<file path="src/hw/rtl/cfp_pkg.sv">
`default_nettype none

package cfp_pkg;

    // Default accumulator width and fixed result widths
    localparam int SEQ_WIDTH_DEF = 32;
    localparam int SEQ_EXT_W     = 64;
    localparam int OUT_SEQ_W     = 32;
    localparam int KW_COUNT      = 4;
    localparam int POS_W         = 4;

    // Character codes used by the frame grammar
    localparam logic [7:0] CH_NUL   = 8'h00;
    localparam logic [7:0] CH_SPACE = 8'h20;
    localparam logic [7:0] CH_TAB   = 8'h09;
    localparam logic [7:0] CH_CR    = 8'h0D;
    localparam logic [7:0] CH_PLUS  = 8'h2B;
    localparam logic [7:0] CH_MINUS = 8'h2D;
    localparam logic [7:0] CH_ZERO  = 8'h30;
    localparam logic [7:0] CH_NINE  = 8'h39;

    // Command codes carried in the result
    typedef enum logic [2:0] {
        ACT_NONE    = 3'd0,
        ACT_OPEN    = 3'd1,
        ACT_GRAB    = 3'd2,
        ACT_RELEASE = 3'd3,
        ACT_STOP    = 3'd4
    } action_t;

    typedef struct packed {
        logic                 frame_ok;
        logic [OUT_SEQ_W-1:0] seq_number;
        action_t              action;
    } cfp_result_t;

    // "SEQ:" header
    function automatic logic [7:0] prefix_char(input logic [1:0] pos);
        logic [7:0] ch;
        case (pos)
            2'd0:    ch = "S";
            2'd1:    ch = "E";
            2'd2:    ch = "Q";
            default: ch = ":";
        endcase
        return ch;
    endfunction

    // " CMD:" separator
    function automatic logic [7:0] sep_char(input logic [2:0] pos);
        logic [7:0] ch;
        case (pos)
            3'd0:    ch = " ";
            3'd1:    ch = "C";
            3'd2:    ch = "M";
            3'd3:    ch = "D";
            3'd4:    ch = ":";
            default: ch = CH_NUL;
        endcase
        return ch;
    endfunction

    function automatic logic [POS_W-1:0] kw_len(input logic [1:0] k);
        logic [POS_W-1:0] len;
        case (k)
            2'd2:    len = POS_W'(12);
            default: len = POS_W'(9);
        endcase
        return len;
    endfunction

    // Keyword characters; all share the "HAND_" stem
    function automatic logic [7:0] kw_char(input logic [1:0] k, input logic [POS_W-1:0] pos);
        logic [7:0] ch;
        ch = CH_NUL;
        case (pos)
            4'd0: ch = "H";
            4'd1: ch = "A";
            4'd2: ch = "N";
            4'd3: ch = "D";
            4'd4: ch = "_";
            default:
            begin
                case (k)
                    2'd0:
                    begin
                        case (pos)
                            4'd5:    ch = "O";
                            4'd6:    ch = "P";
                            4'd7:    ch = "E";
                            4'd8:    ch = "N";
                            default: ch = CH_NUL;
                        endcase
                    end
                    2'd1:
                    begin
                        case (pos)
                            4'd5:    ch = "G";
                            4'd6:    ch = "R";
                            4'd7:    ch = "A";
                            4'd8:    ch = "B";
                            default: ch = CH_NUL;
                        endcase
                    end
                    2'd2:
                    begin
                        case (pos)
                            4'd5:    ch = "R";
                            4'd6:    ch = "E";
                            4'd7:    ch = "L";
                            4'd8:    ch = "E";
                            4'd9:    ch = "A";
                            4'd10:   ch = "S";
                            4'd11:   ch = "E";
                            default: ch = CH_NUL;
                        endcase
                    end
                    default:
                    begin
                        case (pos)
                            4'd5:    ch = "S";
                            4'd6:    ch = "T";
                            4'd7:    ch = "O";
                            4'd8:    ch = "P";
                            default: ch = CH_NUL;
                        endcase
                    end
                endcase
            end
        endcase
        return ch;
    endfunction

endpackage

`default_nettype wire

</file>
<file path="src/hw/rtl/command_frame_parser.sv">
`default_nettype none

// Command frame parser: checks text lines of the form "SEQ:<number> CMD:<keyword>"
// arriving one byte per transfer on the slave stream (s_tlast marks the final byte
// of a line). One result transfer leaves the master stream per line, carrying the
// frame_ok flag in m_tuser and the sequence number and action code in m_tdata.
// A byte is registered on input and then parsed, and the result of a line is
// registered for output, so bytes stream in back to back at one per clock unless
// the input stalls. The input stalls only while a finished result waits on m_tready
// and another line end is ready to be parsed. SEQ_WIDTH sets the accumulator width;
// the low 32 bits of the number are reported.
module command_frame_parser #(
    parameter int SEQ_WIDTH = cfp_pkg::SEQ_WIDTH_DEF
) (
    input  wire logic        clk,
    input  wire logic        rst_n,
    input  wire logic        s_tvalid,
    output logic             s_tready,
    input  wire logic [7:0]  s_tdata,   // [7:0] char_byte
    input  wire logic        s_tlast,   // line_end
    output logic             m_tvalid,
    input  wire logic        m_tready,
    output logic [39:0]      m_tdata,   // [31:0] seq_number, [34:32] action, rest zero
    output logic             m_tuser    // frame_ok
);
    import cfp_pkg::*;

    logic         in_valid_reg;
    logic [7:0]   in_byte_reg;
    logic         in_last_reg;
    logic         out_valid_reg;
    cfp_result_t  out_res_reg;
    cfp_result_t  parse_res;
    logic         out_free;
    logic         advance;

    // Move a byte into the parser when the result slot allows it
    assign out_free = !out_valid_reg || m_tready;
    assign advance  = in_valid_reg && (!in_last_reg || out_free);
    assign s_tready = !in_valid_reg || advance;

    cfp_parser #(
        .SEQ_WIDTH (SEQ_WIDTH)
    ) u_parser (
        .clk       (clk),
        .rst_n     (rst_n),
        .step      (advance),
        .char_byte (in_byte_reg),
        .line_end  (in_last_reg),
        .result    (parse_res)
    );

    // Input register
    always_ff @(posedge clk or negedge rst_n)
    begin
        if (!rst_n)
        begin
            in_valid_reg <= 1'b0;
        end
        else if (s_tready)
        begin
            in_valid_reg <= s_tvalid;
        end
    end

    always_ff @(posedge clk)
    begin
        if (s_tready && s_tvalid)
        begin
            in_byte_reg <= s_tdata;
            in_last_reg <= s_tlast;
        end
    end

    // Result register
    always_ff @(posedge clk or negedge rst_n)
    begin
        if (!rst_n)
        begin
            out_valid_reg <= 1'b0;
        end
        else if (advance && in_last_reg)
        begin
            out_valid_reg <= 1'b1;
        end
        else if (m_tready)
        begin
            out_valid_reg <= 1'b0;
        end
    end

    always_ff @(posedge clk)
    begin
        if (advance && in_last_reg)
        begin
            out_res_reg <= parse_res;
        end
    end

    assign m_tvalid = out_valid_reg;
    assign m_tuser  = out_res_reg.frame_ok;
    assign m_tdata  = {5'b0, out_res_reg.action, out_res_reg.seq_number};

endmodule

`default_nettype wire

</file>
<file path="src/hw/rtl/cfp_parser.sv">
`default_nettype none

module cfp_parser #(
    parameter int SEQ_WIDTH = cfp_pkg::SEQ_WIDTH_DEF
) (
    input  wire logic                clk,
    input  wire logic                rst_n,
    input  wire logic                step,
    input  wire logic [7:0]          char_byte,
    input  wire logic                line_end,
    output cfp_pkg::cfp_result_t     result
);
    import cfp_pkg::*;

    typedef enum logic [2:0] {
        PH_PREFIX,
        PH_SPACE,
        PH_NEED_DIGIT,
        PH_DIGITS,
        PH_SEP,
        PH_KEYWORD,
        PH_ENDED
    } phase_t;

    phase_t                 phase_reg, phase_next;
    logic [POS_W-1:0]       pos_reg, pos_next;
    logic [SEQ_WIDTH-1:0]   acc_reg, acc_next;
    logic                   ovf_reg, ovf_next;
    logic                   minus_reg, minus_next;
    logic [KW_COUNT-1:0]    cand_reg, cand_next;
    logic                   failed_reg, failed_next;

    logic                   is_digit;
    logic                   is_ws;
    logic [3:0]             digit_val;
    logic [SEQ_WIDTH+3:0]   acc_times10;
    logic [KW_COUNT-1:0]    live;
    action_t                act_cur;
    action_t                act_end;
    logic [SEQ_WIDTH-1:0]   seq_val;
    logic [SEQ_EXT_W-1:0]   seq_ext;

    // First live candidate whose full length has been seen
    function automatic action_t match_action(input logic [KW_COUNT-1:0] cand,
                                             input logic [POS_W-1:0] pos);
        action_t act;
        act = ACT_NONE;
        for (int k = KW_COUNT - 1; k >= 0; k--)
        begin
            if (cand[k] && kw_len(2'(k)) == pos)
            begin
                act = action_t'(3'(k + 1));
            end
        end
        return act;
    endfunction

    // Character classes and the decimal step
    always_comb
    begin
        is_digit    = (char_byte >= CH_ZERO) && (char_byte <= CH_NINE);
        is_ws       = (char_byte == CH_SPACE) || ((char_byte >= CH_TAB) && (char_byte <= CH_CR));
        digit_val   = 4'(char_byte - CH_ZERO);
        acc_times10 = ({4'b0, acc_reg} << 3) + ({4'b0, acc_reg} << 1)
                    + (SEQ_WIDTH+4)'(digit_val);
        for (int k = 0; k < KW_COUNT; k++)
        begin
            live[k] = cand_reg[k] && (pos_reg < kw_len(2'(k)))
                    && (char_byte == kw_char(2'(k), pos_reg));
        end
        act_cur = match_action(cand_reg, pos_reg);
    end

    // Next parse state for one character
    always_comb
    begin
        phase_next  = phase_reg;
        pos_next    = pos_reg;
        acc_next    = acc_reg;
        ovf_next    = ovf_reg;
        minus_next  = minus_reg;
        cand_next   = cand_reg;
        failed_next = failed_reg;

        if (!failed_reg && phase_reg != PH_ENDED)
        begin
            if (char_byte == CH_NUL)
            begin
                if (phase_reg == PH_KEYWORD && act_cur != ACT_NONE)
                begin
                    phase_next = PH_ENDED;
                end
                else
                begin
                    failed_next = 1'b1;
                end
            end
            else
            begin
                case (phase_reg)
                    PH_PREFIX:
                    begin
                        if (char_byte == prefix_char(pos_reg[1:0]))
                        begin
                            if (pos_reg == POS_W'(3))
                            begin
                                phase_next = PH_SPACE;
                                pos_next   = '0;
                            end
                            else
                            begin
                                pos_next = pos_reg + 1'b1;
                            end
                        end
                        else
                        begin
                            failed_next = 1'b1;
                        end
                    end
                    PH_SPACE, PH_NEED_DIGIT, PH_DIGITS:
                    begin
                        if (is_digit)
                        begin
                            phase_next = PH_DIGITS;
                            if (!ovf_reg)
                            begin
                                if (acc_times10[SEQ_WIDTH+3:SEQ_WIDTH] != 4'd0)
                                begin
                                    ovf_next = 1'b1;
                                end
                                else
                                begin
                                    acc_next = acc_times10[SEQ_WIDTH-1:0];
                                end
                            end
                        end
                        else if (phase_reg == PH_SPACE && is_ws)
                        begin
                            // skip leading whitespace
                        end
                        else if (phase_reg == PH_SPACE && char_byte == CH_PLUS)
                        begin
                            phase_next = PH_NEED_DIGIT;
                        end
                        else if (phase_reg == PH_SPACE && char_byte == CH_MINUS)
                        begin
                            minus_next = 1'b1;
                            phase_next = PH_NEED_DIGIT;
                        end
                        else if (phase_reg == PH_DIGITS && char_byte == sep_char(3'd0))
                        begin
                            phase_next = PH_SEP;
                            pos_next   = POS_W'(1);
                        end
                        else
                        begin
                            failed_next = 1'b1;
                        end
                    end
                    PH_SEP:
                    begin
                        if (pos_reg < POS_W'(5) && char_byte == sep_char(pos_reg[2:0]))
                        begin
                            if (pos_reg == POS_W'(4))
                            begin
                                phase_next = PH_KEYWORD;
                                pos_next   = '0;
                            end
                            else
                            begin
                                pos_next = pos_reg + 1'b1;
                            end
                        end
                        else
                        begin
                            failed_next = 1'b1;
                        end
                    end
                    PH_KEYWORD:
                    begin
                        cand_next = live;
                        if (live == '0)
                        begin
                            failed_next = 1'b1;
                        end
                        else if (pos_reg != '1)
                        begin
                            pos_next = pos_reg + 1'b1;
                        end
                    end
                    default:
                    begin
                    end
                endcase
            end
        end
    end

    // Judge the frame at the last byte; the number never changes on a valid last byte
    always_comb
    begin
        if (!failed_next && (phase_next == PH_KEYWORD || phase_next == PH_ENDED))
        begin
            act_end = match_action(cand_next, pos_next);
        end
        else
        begin
            act_end = ACT_NONE;
        end

        if (ovf_reg)
        begin
            seq_val = '1;
        end
        else if (minus_reg)
        begin
            seq_val = '0 - acc_reg;
        end
        else
        begin
            seq_val = acc_reg;
        end
        seq_ext = SEQ_EXT_W'(seq_val);

        result.frame_ok   = (act_end != ACT_NONE);
        result.action     = act_end;
        result.seq_number = (act_end != ACT_NONE) ? seq_ext[OUT_SEQ_W-1:0] : '0;
    end

    // Hold parse state; clear it after each line
    always_ff @(posedge clk or negedge rst_n)
    begin
        if (!rst_n)
        begin
            phase_reg  <= PH_PREFIX;
            pos_reg    <= '0;
            acc_reg    <= '0;
            ovf_reg    <= 1'b0;
            minus_reg  <= 1'b0;
            cand_reg   <= '1;
            failed_reg <= 1'b0;
        end
        else if (step)
        begin
            if (line_end)
            begin
                phase_reg  <= PH_PREFIX;
                pos_reg    <= '0;
                acc_reg    <= '0;
                ovf_reg    <= 1'b0;
                minus_reg  <= 1'b0;
                cand_reg   <= '1;
                failed_reg <= 1'b0;
            end
            else
            begin
                phase_reg  <= phase_next;
                pos_reg    <= pos_next;
                acc_reg    <= acc_next;
                ovf_reg    <= ovf_next;
                minus_reg  <= minus_next;
                cand_reg   <= cand_next;
                failed_reg <= failed_next;
            end
        end
    end

endmodule

`default_nettype wire
</file>
<file path="config.mk">
export PLATFORM = sky130hd
export DESIGN_NAME = command_frame_parser
export DESIGN_NICKNAME = d
export VERILOG_FILES = /design/src/hw/rtl/cfp_pkg.sv /design/src/hw/rtl/command_frame_parser.sv /design/src/hw/rtl/cfp_parser.sv
export SDC_FILE = /design/constraint.sdc
export NUM_CORES = 1
export LEC_CHECK = 0
export ABC_CLOCK_PERIOD_IN_PS = 4350
export BUFFER_PORTS_ARGS = -buffer_cell sky130_fd_sc_hd__buf_4
export CORE_UTILIZATION = 35
export DETAILED_ROUTE_END_ITERATION = 6
export PLACE_DENSITY = 0.59
export SLEW_MARGIN = 20
export SYNTH_ARGS = -nofsm -noshare
export SYNTH_HDL_FRONTEND = slang
export SYNTH_SLANG_ARGS = --single-unit
</file>
<file path="constraint.sdc">
create_clock -name clk -period 4.35 [get_ports clk]
set_input_delay 0.435 -clock clk [delete_from_list [all_inputs] [get_ports clk]]
set_output_delay 0.435 -clock clk [all_outputs]
set_load 0.01 [all_outputs]
</file>
==> results.sh <==
export IMPL_status="finished, violations left"
export IMPL_failed_checks="design-rule violations"
export IMPL_largest_reg_flops=35
export IMPL_crit_fanout=33
export IMPL_dp_worst_setup_slack_ns=0.104
export IMPL_drv_cap=0
export IMPL_final_nets=1151
export IMPL_wl_per_cell_um=17.0
export IMPL_cts_inserted_buffers=9
export IMPL_post_synth_xor_area_fraction_pct=6.91
export IMPL_crit_buf_inv=5
export IMPL_antenna_cells=0
export IMPL_fp_dieW_um=160
export IMPL_die_y_um=160
export IMPL_cts_sinks=93
export IMPL_synth_top_family_by_area="simple AND/OR/NAND/NOR gates"
export IMPL_wl_met1_mm=12.2
export IMPL_min_period_over_period_pct=95.7
export IMPL_synth_cells=1019
export IMPL_gp_congestion=0.905
export IMPL_end_kind="flip-flop"
export IMPL_p_leak_nw=3.83
export IMPL_synthMuxAreaShare_pct=0.930
export IMPL_cp_arrival_ns=4.33
export IMPL_syn_area_sq_um=8750
export IMPL_cp_top_family="compound AO/OA/AOI/OAI gates"
export IMPL_critPathMaxStageDelay_ns=0.51
export IMPL_design_die_area_sq_um=25600
export IMPL_max_slew_margin_pct=30.7
export IMPL_setup_viol=0
export IMPL_timing_final_crit_period_ns=4.16
export IMPL_fmax_ghz=0.240
export IMPL_finalHoldViolCount=0
export IMPL_grt_usage_pct=18.3
export IMPL_required_ns=4.52
export IMPL_synth_compound_area_share_pct=23.4
export IMPL_core_area_sq_um=24400
export IMPL_grt_pass1_vias=7128
export IMPL_grt_overflow_total=0
export IMPL_htree_levels=3
export IMPL_totalWireLength_mm=23.7
export IMPL_synth_fa_ha_area_share_pct=10.6
export IMPL_yosys_area_share_simple_pct=23.5
export IMPL_clockBufferDepth=2
export IMPL_ys_seq_elements=93
export IMPL_maxSlewViolCount=0
export IMPL_clock_root_buffer="clkbuf_16"
export IMPL_rows=57
export IMPL_synth_area_per_cell_sq_um=8.58
export IMPL_drive_above_1_share_pct=14.5
export IMPL_critPathLaunchType="flip-flop"
export IMPL_clock_latency_ns=0.34
export IMPL_reg2reg_depth=16
export IMPL_synth_edf_count=45
export IMPL_via_per_inst=5.74
export IMPL_maxUsedRoutingLayer="met4"
export IMPL_hold_class="in2async"
export IMPL_vias=8008
export IMPL_synth_area_leader_cell="edfxtp_1"
export IMPL_cts_hold_buf=0
export IMPL_path_cells="inv_1 -> buf_4 -> ha_1 -> buf_4 -> or3b_1 -> a2111o_1 -> a2111oi_4 -> a21o_1 -> a211o_1 -> a211oi_1 -> a211oi_1 -> buf_4 -> o211ai_1 -> a21o_1 -> buf_12 -> a21oi_1"
export IMPL_antenna_found_initial=0
export IMPL_setup_tns_final_ns=0
export IMPL_ir_drop_mv=0.517
export IMPL_crit_top_cell="buf_4"
export IMPL_critical_path_class="reg2reg"
export IMPL_initial_core_util_pct=35.9
export IMPL_clk_pin_slew_ns=0.07
export IMPL_grt_max_degree=54
export IMPL_synth_top_cell_area_share_pct=15.5
export IMPL_cts_tree="yes"
export IMPL_fill_cells=2415
export IMPL_fin_skew_ns=0.00937
export IMPL_ant_nets=0
export IMPL_fin_ws_ns=0.189
export IMPL_yosysSeqAreaShare_pct=29.2
export IMPL_first_pass_iters=7
export IMPL_hpwl_mm=17.8
export IMPL_synthTopCellsByArea="edfxtp_1 15%, dfrtp_1 13%, ha_1 10%"
export IMPL_worstMarginPinSlew_ns=1.03
export IMPL_io_buffers=50
export IMPL_grt_pass1_wl_mm=38.5
export IMPL_ys_async_sr_fraction_pct=51.6
export IMPL_area_growth_pct=13.1
export IMPL_yosys_warnings=0
export IMPL_power_density_nw_per_um2=804
export IMPL_cp_depth=16
export IMPL_multi_input_area_sq_um=5770
export IMPL_top_level_ports=56
export IMPL_wl_met2_mm=9.98
export IMPL_synth_distinct_cells=80
export IMPL_regArea_sq_um=2560
export IMPL_critPathSlowestCell="a2111oi_4"
export IMPL_wl_met3_mm=1.26
export IMPL_drt_iter0_markers=768
export IMPL_drc=1
export IMPL_rsz0062_at_grt="false"
export IMPL_timing_reg2reg_setup_slack_ns=0.19
export IMPL_finalPower_mw=7.95
export IMPL_synthFlopType="edfxtp_1"
logic make-up after synthesis:
logic type / count (synthesis)
adders and majority gates: 73
muxes: 8
xor gates and xnor gates: 69
and+or+nand+nor: 380
other: 1
DFF: 93
buffers and inverters: 97
AOI/OAI and AO/OA: 298
cell usage after synthesis (all sizes together) (28+ instances only):
master,number
nand2,77
nor2b,37
nand3,39
dfrtp,44
buf,35
xnor2,31
clkbuf,35
nor2,59
a22oi,28
xor2,38
ha,71
edfxtp,45
a21oi,81
o21ai,47
placed cells by master, fill, tap and decap left out, types with 13 or more instances in the layout:
master	count
nor3_1	23
inv_1	25
o21ai_0	45
ha_1	69
nor2b_1	36
a22oi_1	28
or3_1	17
nand3_1	39
nand2_1	77
dfrtp_1	44
xnor2_1	31
and3_1	15
a21o_1	13
nand4_1	26
xor2_1	38
nand2b_1	18
a21oi_1	71
nor2_1	58
buf_4	98
edfxtp_1	45
o31ai_1	13
layout make-up:
class,instances,share of cell area [%]
clock buffers,10,2.31
clock inverters,6,0.443
inverters,27,1.02
multi-input cells,833,58.3
flip-flops and latches,93,25.9
well taps,324,4.10
repair buffers,101,7.99
per-stage QoR:
stage                     util (%)  std cells  hold WS, ns  cell area [sq um]
after floorplan                  -       1023        0.139               8760
after global placement        39.2       1375        0.504               9560
after detailed placement      39.2       1375        0.505               9560
after CTS                     40.3       1391        0.133               9840
after global routing          40.6       1394        0.163               9890
final                         40.6       1394        0.116               9890
metal layers:
| metal | track usage (%) | vias to the layer above |
|---|---|---|
| met5 | 0 | - |
| met4 | 4.46 | 0 |
| met3 | 1.90 | 22 |
| met2 | 26.1 | 244 |
| met1 | 29.0 | 3812 |
| li1 | - | 3930 |
path summary, 6_finish.rpt:
kind,start,end
setup reg to reg,u_parser.pos_reg[1]$_DFFE_PN0P_,m_tdata[18]$_SDFFCE_PN0P_
min in group clk,s_tdata[7],in_byte_reg[7]$_DFFE_PP_
setup / recovery,u_parser.pos_reg[1]$_DFFE_PN0P_,m_tdata[18]$_SDFFCE_PN0P_
max in group asynchronous,rst_n,u_parser.minus_reg$_DFFE_PN0P_
hold / removal,rst_n,u_parser.acc_reg[29]$_DFFE_PN0P_
hold reg to reg,u_parser.cand_reg[3]$_DFFE_PN1P_,u_parser.cand_reg[3]$_DFFE_PN1P_
what timing repair did:
item                                    in CTS  in global routing
setup buffers                                0                  3
resized for setup                            0                  9
endpoints found under the setup margin       0                 43
report_power, final:
| group | internal, mW | total, mW | switching (mW) |
|---|---|---|---|
| Combinational | 2.42 | 5.89 | 3.48 |
| Clock | 0.392 | 0.739 | 0.347 |
| Sequential | 1.08 | 1.32 | 0.245 |
(Power assumes the default switching activity.)
